[src/sv/bss_pkg.sv]
package bss_pkg;

	// Configuration port geometry and register indexes.
	localparam int CFG_IW = 2;
	localparam int CFG_DW = 16;
	localparam logic [CFG_IW-1:0] REG_STEP_COUNT = 2'd0;
	localparam logic [CFG_IW-1:0] REG_AMPLITUDE  = 2'd1;
	localparam logic [CFG_IW-1:0] REG_OFFSET     = 2'd2;

	// Field widths.
	localparam int LEVEL_W = 16;
	localparam int BANK_W  = 8;
	localparam int INDEX_W = 8;
	localparam int VALUE_W = 13;
	localparam int COUNT_W = 9;

	// Reset values of the configuration registers.
	localparam logic [COUNT_W-1:0] STEP_COUNT_RST = 9'd16;
	localparam logic [LEVEL_W-1:0] AMPLITUDE_RST  = 16'd4096;
	localparam logic [LEVEL_W-1:0] OFFSET_RST     = 16'd0;

	// Stored values are unsigned Q1.12; this is 1.0, the largest value kept.
	localparam logic [VALUE_W-1:0] VALUE_ONE = 13'd4096;

	// Half of one Q3.12 unit at the Q3.24 product scale, for rounding.
	localparam int PROD_W = 30;
	localparam int RND_W  = 31;
	localparam int FRAC_W = 12;
	localparam logic signed [RND_W-1:0] ROUND_HALF = 31'sd2048;

	// Controller states.
	typedef enum logic [2:0] {
		ST_CLEAR,
		ST_IDLE,
		ST_FOLD,
		ST_DIV,
		ST_READ,
		ST_MUL,
		ST_OUT
	} state_t;

	// Commands from the controller to the datapath.
	typedef struct packed {
		logic clr_wr;
		logic wr_entry;
		logic tick_load;
		logic fold;
		logic div_step;
		logic rd;
		logic mul;
		logic out_load;
	} cmd_t;

	// Status from the datapath to the controller.
	typedef struct packed {
		logic clr_last;
		logic fold_fast;
		logic div_last;
		logic out_free;
	} status_t;

endpackage

[src/sv/bss_ctrl.sv]
module bss_ctrl (
	input  logic             clk,
	input  logic             arst_n,
	input  logic             in_valid,
	input  logic             in_action,
	output logic             in_ready,
	input  bss_pkg::status_t sts,
	output bss_pkg::cmd_t    cmd
);

	bss_pkg::state_t state_q;
	bss_pkg::state_t state_next;

	// State register.
	always_ff @(posedge clk or negedge arst_n) begin
		if (!arst_n) begin
			state_q <= bss_pkg::ST_CLEAR;
		end else begin
			state_q <= state_next;
		end
	end

	// Next state and command decode.
	always_comb begin
		state_next = state_q;
		cmd        = '0;
		in_ready   = 1'b0;
		case (state_q)
			bss_pkg::ST_CLEAR: begin
				cmd.clr_wr = 1'b1;
				if (sts.clr_last) begin
					state_next = bss_pkg::ST_IDLE;
				end
			end
			bss_pkg::ST_IDLE: begin
				in_ready = 1'b1;
				if (in_valid) begin
					if (in_action) begin
						cmd.wr_entry = 1'b1;
					end else begin
						cmd.tick_load = 1'b1;
						state_next    = bss_pkg::ST_FOLD;
					end
				end
			end
			bss_pkg::ST_FOLD: begin
				cmd.fold = 1'b1;
				if (sts.fold_fast) begin
					state_next = bss_pkg::ST_READ;
				end else begin
					state_next = bss_pkg::ST_DIV;
				end
			end
			bss_pkg::ST_DIV: begin
				cmd.div_step = 1'b1;
				if (sts.div_last) begin
					state_next = bss_pkg::ST_READ;
				end
			end
			bss_pkg::ST_READ: begin
				cmd.rd     = 1'b1;
				state_next = bss_pkg::ST_MUL;
			end
			bss_pkg::ST_MUL: begin
				cmd.mul    = 1'b1;
				state_next = bss_pkg::ST_OUT;
			end
			bss_pkg::ST_OUT: begin
				if (sts.out_free) begin
					cmd.out_load = 1'b1;
					state_next   = bss_pkg::ST_IDLE;
				end
			end
			default: begin
				state_next = bss_pkg::ST_IDLE;
			end
		endcase
	end

endmodule

[config.mk]
export PLATFORM = sky130hd
export DESIGN_NAME = bss_ctrl
export DESIGN_NICKNAME = d
export VERILOG_FILES = /design/src/sv/bss_pkg.sv /design/src/sv/bss_ctrl.sv
export SDC_FILE = /design/constraint.sdc
export NUM_CORES = 1
export LEC_CHECK = 0
export BUFFER_PORTS_ARGS = -buffer_cell sky130_fd_sc_hd__buf_2
export CORE_AREA = 2 2 39 41
export CTS_CLUSTER_SIZE = 14
export DETAILED_ROUTE_END_ITERATION = 12
export DIE_AREA = 0 0 41 43
export PLACE_DENSITY = 0.5
export SLEW_MARGIN = 5
export SYNTH_ARGS = -nofsm -noshare
export SYNTH_HDL_FRONTEND = slang
export SYNTH_SLANG_ARGS = --single-unit
[constraint.sdc]
create_clock -name clk -period 2.6 [get_ports clk]
set_input_delay 0.39 -clock clk [delete_from_list [all_inputs] [get_ports clk]]
set_output_delay 0.39 -clock clk [all_outputs]
set_load 0.02 [all_outputs]
Word level (Yosys, flattened, before mapping)
Index checks and enable logic that the tools add are counted.

operators by class
  add/sub/neg operators = 0
  multipliers = 0
  div/mod/pow operators = 0
  order comparisons = 0
  equal/unequal tests = 11
  shift operators = 0
  muxes and demuxes = 19
  bitwise logic cells = 0
  reduce and logical (&&, ||, !) cells = 2

operators by type and width
  operator              number
  $pmux W3 S7           1
  $mux W3               6
  $mux W1               10
  $ne A2 B2 Y1 const B  5
  $eq A3 B3 Y1 const B  3
  $eq A3 B2 Y1 const B  2
  $reduce_and A5 Y1     1
  $mux W2               2
  $eq A3 B1 Y1 const B  1
  $logic_not A3 Y1      1

word-level totals
  register bits = 3
  bits in latches = 0
  bits in writable memories = 0
  ROM bits = 0
  output and inout port bits = 9
  logic and storage cells = 33
  memories = 0

Logic depth before layout (Yosys ltp)
Gate-level depths: netlist of run 1.

  depth after elaboration = 3
  gate-level depth with buffers = 4

Worst setup path after synthesis of run 1
No wires, ideal clock.

  path kind = flip-flop to output port
  from = reg state_q[1]
  to = out cmd[6] (netlist name)
  arrival = 1.066 ns
  slack = 1.144 ns
  stages on the path, launching flop included = 4
  path through = dfrtp_1 nor2b_2 and2_4 and3_1

RTL lines
  what                    RTL line        RTL
  from (decl)             bss_ctrl.sv:11  bss_pkg::state_t state_q;
  from (signal assigned)  bss_ctrl.sv:17  state_q <= bss_pkg::ST_CLEAR;
  from (signal assigned)  bss_ctrl.sv:19  state_q <= state_next;
  to (decl)               bss_ctrl.sv:8   output bss_pkg::cmd_t cmd

==> reports/metrics.csv, run 1 <==
stage;metric;value;unit
sta;Worst-Margin Slew;355;ps
logic_synthesis;sequential area share after synthesis;27.4;%
critical_path;critical path fanouts, max;12;
critical_path;Worst EP arrival;1520;ps
route;Initial DRC Count;8;
logic_synthesis;synth top area cells;dfrtp_1 (27%), mux2i_1 (15%), o21ai_0 (9.1%);
sta;Final Hold Viols;0;
critical_path;WS Path Type;reg2out;
grt;first-pass GRT wire length;1060;um
logic_synthesis;post-synthesis adder-cell area fraction;0;%
critical_path;Critical Path Start Type;flip-flop;
sta;Slew headroom;76.4;%
sta;Max Fclk;0.524;GHz
route;drt total wl;724;um
flow_run;max-cap viol count;0;
clock_network;setup repair bufs after CTS;0;
clock_network;Max Root-Sink Buffers;2;
place;hpwl dp;538;um
finish;Largest register FFs;3;
logic_synthesis;largest area contributor in the netlist;dfrtp_1;
finish;Top Registers;state_q x3;
sta;Tcrit/Tclk final;73.5;%
logic_synthesis;mapped cell area;274;um^2
logic_synthesis;largest family of logic cells by synthesized area;simple AND/OR/NAND/NOR gates;
finish;ant diodes;0;
clock_network;H-tree depth;1;
sta;RSZ-0062 raised after global routing;no;
power;P_leak;0.000218;uW
finish;synthesis-to-finish area growth;45.2;%
grt;pin count of the biggest net entering global routing;13;
logic_synthesis;Yosys top cell area share;27.4;%
finish;layout cell share with drive strength beyond 1;42.6;%
sta;Final Setup Violations;0;
power;Overall Power;466;uW
logic_synthesis;syn avg cell area;7.83;um^2
logic_synthesis;XOR/XNOR share of the synthesized area;0;%
route;ANT nets after route;0;
grt;grt ovf;0;
sta;Final Critical Period;1910;ps
route;Vias/cell;4.40;
place;GPL Wtd Cong;0.725;
logic_synthesis;synthesized instance count;35;
logic_synthesis;simple-gate share of the synthesized area;35.2;%
finish;register area;75.1;um^2
min_path;min-delay worst type;in2async;
logic_synthesis;post-synthesis mux area share;14.6;%
grt;GRT Overall Usage;8.94;%
critical_path;FF-to-FF Start;state_q[0]$_DFFE_PN0P_;
route;per-cell routed wire length;10.3;um
clock_network;clock-pin transition on the worst setup and hold timing paths;40;ps
die;Placeable Area;0.00138;mm^2
clock_network;hold_buf cts;1;
route;1st-pass router iterations;2;
route;DRC;0;
sta;Final Slew Violations;0;
clock_network;Root Buffer;clkbuf_4;
die;FP Rows;14;
sta;Setup TNS Final;0;ps
power;Pwr Density;1170;mW/mm^2
die;Initial Utilization;19.8;%
logic_synthesis;Synth Area in Compound Gates;15.5;%
clock_network;worst skew pair latency;230;ps
finish;Final #Nets;63;
clock_network;TritonCTS clock tree;yes;
die;die area;0.00176;mm^2
finish;most flop-heavy register;state_q;
critical_path;CP startpoint;state_q[0]$_DFFE_PN0P_;
critical_path;CP required;2210;ps
logic_synthesis;Synth cell types;19;
power;Peak supply drop;0.567;mV
die;Die W;41;um
finish;area taken by multi-input logic gates;179;um^2
outcome;status;complete, no violations;
logic_synthesis;Ys Warns;0;
grt;vias in the first global route;265;
sta;final setup skew;2.38;ps
logic_synthesis;Synth Net Count;43;
clock_network;cts repair resizes;0;
grt;antenna violations before repair;0;
clock_network;Num CTS Buffers;3;
clock_network;clk sinks;3;
die;Chip Height;43;um
finish;utilization after layout;28.8;%
route;routed via count;308;
finish;fillers;160;
place;Port Buffers;16;
die;boundary pin count;17;
critical_path;critical path capture point type;primary output;
critical_path;Worst R2R Setup Slack;1310;ps
logic_synthesis;flops & latches, synth;3;
[placed cells by master, fill, tap and decap left out]
master and n:
a211oi_1 1, a311o_1 1, and2_1 1, and2_4 1, and2b_1 1, and3_1 2, and3_2 1, buf_2 16
clkbuf_1 1, clkbuf_4 3, dfrtp_1 3, dlygate4sd3_1 1, inv_1 1, inv_2 1, mux2i_1 4, nand2_1 2
nand2b_1 1, nor2_1 3, nor2b_2 1, nor3_1 4, o21ai_0 5
[power by group]
group          switching (uW)  total, uW  internal [uW]
Sequential               59.6        129           69.2
Combinational             139        254            114
Clock                    25.7       83.3           57.6
[worst max-delay path, stage by stage (launching register included)]
cell     delay (ps)
dfrtp_1         540
nor2b_2         280
and2_4          170
and3_1          140
buf_2           150
[synth_stat cells (all sizes together)]
library cell / number
o21ai: 5
mux2i: 4
nor3: 4
and3: 3
dfrtp: 3
nor2: 3
and2: 2
buf: 2
inv: 2
nand2: 2
a211oi: 1
a311o: 1
and2b: 1
nand2b: 1
nor2b: 1
[final timing paths]
check	depth (start not counted)	to
min reg2reg	2	state_q[2]$_DFFE_PN0P_
max	4	cmd[6]
min	2	state_q[0]$_DFFE_PN0P_
max in group asynchronous	2	state_q[1]$_DFFE_PN0P_
min in group clk	3	state_q[2]$_DFFE_PN0P_
max reg2reg	3	state_q[0]$_DFFE_PN0P_
[layout make-up]
type | instances | share of cell area (%)
inverter | 2 | 1.89
sequential | 3 | 18.9
timing repair buffer | 17 | 22.6
multi-input combinational | 28 | 45.0
tap | 16 | 5.03
clock buffer | 4 | 6.60
[through the flow]
stage	std cells	setup WS [ps]	hold WS [ps]	instance area, um^2
floorplan	35	1140	94.4	274
global placement	65	976	189	362
detailed placement	65	942	189	362
CTS	70	686	480	398
global route	70	607	484	398
finish	70	690	481	398
[cells by family after synthesis]
family / Yosys count
DFF: 3
buffers and inverters: 4
muxes: 4
AOI/OAI and AO/OA: 7
and+or+nand+nor: 17
[layer usage]
metal | global-route usage [%] | vias to the layer above | share of wire, %
met3 | 6.28 | 0 | 6.5
met5 | 0 | - | 0
met1 | 10.0 | 139 | 45
met4 | 2.00 | 0 | 0
met2 | 13.4 | 8 | 48
li1 | - | 161 | -
Power figures use the tool's default switching activity.
==> inputs of run 2 (changes only) <==
--- a/config.mk
+++ b/config.mk
@@ -5,12 +5,13 @@
 export SDC_FILE = /design/constraint.sdc
 export NUM_CORES = 1
 export LEC_CHECK = 0
+export ABC_AREA = 1
 export BUFFER_PORTS_ARGS = -buffer_cell sky130_fd_sc_hd__buf_2
 export CORE_AREA = 2 2 39 41
 export CTS_CLUSTER_SIZE = 14
 export DETAILED_ROUTE_END_ITERATION = 12
 export DIE_AREA = 0 0 41 43
-export PLACE_DENSITY = 0.5
+export PLACE_DENSITY = 0.53
 export SLEW_MARGIN = 5
 export SYNTH_ARGS = -nofsm -noshare
 export SYNTH_HDL_FRONTEND = slang
==> constraint.sdc (replaced) <==
create_clock -name clk -period 1.95 [get_ports clk]
set_input_delay 0.2925 -clock clk [delete_from_list [all_inputs] [get_ports clk]]
set_output_delay 0.2925 -clock clk [all_outputs]
set_load 0.02 [all_outputs]
==> run 2 against run 1 <==
Global-route usage shrank 0.38 points. Utilization increased by 1.9 points. Routed wire length is 9.0% lower. Clock-buffer cell count did not move. Final cell count increased by 20%. Total power increased by 47%. Die area stayed put. Via count rose by 11%. First-iteration DRC count down 63%. Synthesized area is 13% higher. Sequential share of layout area fell by 1.2 points. Critical path type unchanged. Highest routed layer unchanged.
==> reports/metrics.csv, run 2 <==
stage;metric;value;unit;change
outcome;status;complete, no violations;;
critical_path;Worst EP arrival;1310;ps;-210 ps
min_path;min-delay worst type;in2reg;;
grt;GRT Overall Usage;8.56;%;-0.38 points
finish;Final #Nets;77;;+22%
power;Pwr Density;1610;mW/mm^2;+38%
clock_network;setup repair bufs after CTS;0;;unchanged
grt;grt ovf;0;;unchanged
clock_network;Root Buffer;clkbuf_4;;
route;drt total wl;659;um;-9.0%
route;ANT nets after route;0;;unchanged
grt;met1 GRT Util;11.0;%;+1.0 points
finish;Top Registers;state_q x3;;
logic_synthesis;sequential area share after synthesis;24.2;%;-3.2 points
clock_network;worst skew pair latency;230;ps;about the same
die;Initial Utilization;22.4;%;+2.6 points
clock_network;TritonCTS clock tree;yes;;
die;Die W;41;um;unchanged
sta;Worst-Margin Slew;353;ps;-1.82 ps
sta;RSZ-0062 raised after global routing;no;;
clock_network;clk sinks;3;;unchanged
critical_path;crit-path most repeated cell;nor2_1;;
finish;final cell count without fillers;84;;+20%
logic_synthesis;mapped cell area;310;um^2;+13%
place;placed inst area;388;um^2;+7.3%
logic_synthesis;largest area contributor in the netlist;dfrtp_1;;
logic_synthesis;Yosys top cell area share;24.2;%;-3.2 points
power;P_leak;0.000256;uW;+18%
sta;Tcrit/Tclk final;82.3;%;
grt;pin count of the biggest net entering global routing;12;;-1
clock_network;H-tree depth;1;;unchanged
logic_synthesis;flops & latches, synth;3;;unchanged
sta;Final Setup Violations;0;;unchanged
critical_path;critical path capture point type;primary output;;
power;Logic pwr share;60.1;%;+5.6 points
clock_network;Max Root-Sink Buffers;2;;unchanged
grt;first-pass GRT wire length;1020;um;-3.2%
logic_synthesis;ys async rst share;100;%;unchanged
critical_path;CP required;1660;ps;-550 ps
power;Switch Pwr;361;uW;+61%
grt;vias in the first global route;266;;+0.38%
logic_synthesis;Synth Flop Type;dfrtp_1;;
route;DRC;0;;unchanged
logic_synthesis;Synth top cells by count;inv_1 (8), nand2_1 (8), nor2_1 (8), nand2_2 (6);;
finish;Largest register FFs;3;;unchanged
grt;global route hottest layer;met2;;
logic_synthesis;Synth Area in Compound Gates;10.5;%;-5.0 points
critical_path;Critical Path Start Type;flip-flop;;
die;FP Rows;14;;unchanged
route;Vias/cell;4.06;;-7.7%
logic_synthesis;number of synthesized flops with an enable pin;0;;unchanged
die;boundary pin count;17;;unchanged
sta;final setup skew;2.77;ps;+0.383 ps
route;Initial DRC Count;3;;-5
critical_path;WS Path Type;reg2out;;
sta;Slew headroom;76.5;%;+0.12 points
critical_path;sequence of cells on the critical path;nand2_2 > nor2_1 > inv_1 > nor2_1 > buf_2;;
logic_synthesis;synth top area cells;dfrtp_1 (24%), nand2_2 (12%), inv_1 (9.7%);;
clock_network;clock-pin transition on the worst setup and hold timing paths;40;ps;about the same
logic_synthesis;Synth Net Count;57;;+33%
finish;most frequent cells in the layout;buf_2 (16), inv_1 (8), nor2_1 (8), nand2_1 (8), nand2_2 (6);;
grt;antenna violations before repair;0;;unchanged
finish;most flop-heavy register;state_q;;
place;hpwl dp;554;um;+3.0%
die;die area;0.00176;mm^2;unchanged
route;1st-pass router iterations;4;;+2
logic_synthesis;post-synthesis mux area share;0;%;-15 points
finish;synthesis-to-finish area growth;36.7;%;
finish;fin area;424;um^2;+6.6%
flow_run;max-cap viol count;0;;unchanged
logic_synthesis;XOR/XNOR share of the synthesized area;0;%;unchanged
critical_path;CP max stage delay;540;ps;about the same
logic_synthesis;simple-gate share of the synthesized area;47.2;%;+12 points
grt;M3 GR Usage;3.14;%;-3.1 points
place;Port Buffers;16;;unchanged
sta;Final Hold Viols;0;;unchanged
logic_synthesis;post-synthesis adder-cell area fraction;0;%;unchanged
logic_synthesis;Synth cell types;17;;-2
die;Chip Height;43;um;unchanged
logic_synthesis;Ys Warns;0;;unchanged
sta;Final Slew Violations;0;;unchanged
logic_synthesis;largest family of logic cells by synthesized area;simple AND/OR/NAND/NOR gates;;
finish;layout cell share with drive strength beyond 1;42.6;%;+0.054 points
finish;utilization after layout;30.7;%;+1.9 points
power;Peak supply drop;0.588;mV;+3.8%
route;per-cell routed wire length;7.85;um;-24%
power;Seq pwr share;24.1;%;-3.5 points
finish;commonest non-fill, non-tap cell in the layout;buf_2;;
critical_path;Slowest-stage cell, CP;dfrtp_1;;
logic_synthesis;syn avg cell area;6.33;um^2;-19%
logic_synthesis;synthesized instance count;49;;+40%
place;GPL Wtd Cong;0.754;;+4.1%
sta;Max Fclk;0.623;GHz;
power;clock power share;15.8;%;-2.1 points
route;routed via count;341;;+11%
clock_network;Num CTS Buffers;3;;unchanged
die;Placeable Area;0.00138;mm^2;unchanged
sta;Final Critical Period;1600;ps;
sta;Setup TNS Final;0;ps;unchanged
finish;ant diodes;0;;unchanged
power;Net Sw Frac;52.8;%;+4.6 points
grt;met2 GRT Util;12.2;%;-1.2 points
place;Post-Place Cells;79;;+22%
critical_path;critical path fanouts, max;11;;-1
power;internal power;322;uW;+34%
[run 2: cell count changes in the layout (fill, tap and decap cells not counted), moves of 2 or more]
cell / before / now
inv_1: 1 / 8
nand2_1: 2 / 8
nand2_2: 0 / 6
nor2_1: 3 / 8
mux2i_1: 4 / 0
o21ai_0: 5 / 1
and3_1: 2 / 0
nor2_2: 0 / 2
[run 2: logic make-up after synthesis]
| logic type | count (synthesis) |
|---|---|
| AO/OA/AOI/OAI | 5 |
| buffers and inverters | 11 |
| flip-flops | 3 |
| AND/OR/NAND/NOR | 30 |
[run 2: worst paths after layout]
check                                       start                endpoint  slack, ps  depth (start not counted)
max in group asynchronous                  arst_n  state_q[2]$_DFFE_PN0P_       1450                          2
min in group asynchronous                  arst_n  state_q[0]$_DFFE_PN0P_        390                          2
min reg2reg                state_q[1]$_DFFE_PN0P_  state_q[1]$_DFFE_PN0P_        700                          2
min                                        sts[0]  state_q[2]$_DFFE_PN0P_        350                          4
max                        state_q[0]$_DFFE_PN0P_                  cmd[5]        350                          5
max reg2reg                state_q[0]$_DFFE_PN0P_  state_q[1]$_DFFE_PN0P_        760                          7
[run 2: per-stage QoR]
| stage | total power, uW | hold slack, ps | setup slack [ps] |
|---|---|---|---|
| detailed placement | 585 | 92.0 | 551 |
| finish | 683 | 350 | 345 |
| CTS | 700 | 347 | 316 |
| global placement | 582 | 87.7 | 603 |
| global route | 756 | 373 | 233 |
| floorplan | 513 | -3.09 | 350 |
[run 2: worst max-delay path, delay by kind of cell (launching register included)]
| kind | cells | cell delay [ps] |
|---|---|---|
| buffers and inverters | 2 | 220 |
| DFF | 1 | 540 |
| and+or+nand+nor | 3 | 310 |
[run 2: cell type report]
cell class | count | area [um^2]
clock buffer | 4 | 26.3
tap | 16 | 20.0
timing repair buffer | 17 | 90.1
sequential | 3 | 75.1
fill | 163 | 960
multi-input combinational | 35 | 179
inverter | 9 | 33.8
[run 2: repair_timing]
item,CTS,global route
endpoints found under the hold margin,3,0
gates resized for setup,0,0
hold buffers,1,0
[run 2: power groups by stage]
stage | Combinational [uW] | Clock [uW] | Sequential [uW]
finish | 411 | 108 | 165
global route | 463 | 118 | 175
CTS | 420 | 114 | 166
detailed placement | 416 | 0 | 169
global placement | 414 | 0 | 168
floorplan | 398 | 0 | 115
[run 2: routing by layer]
layer  vias up  wire [um]
met1       143        275
met4         0          0
li1        187          -
met2        11        325
met3         0         57
met5         -          0
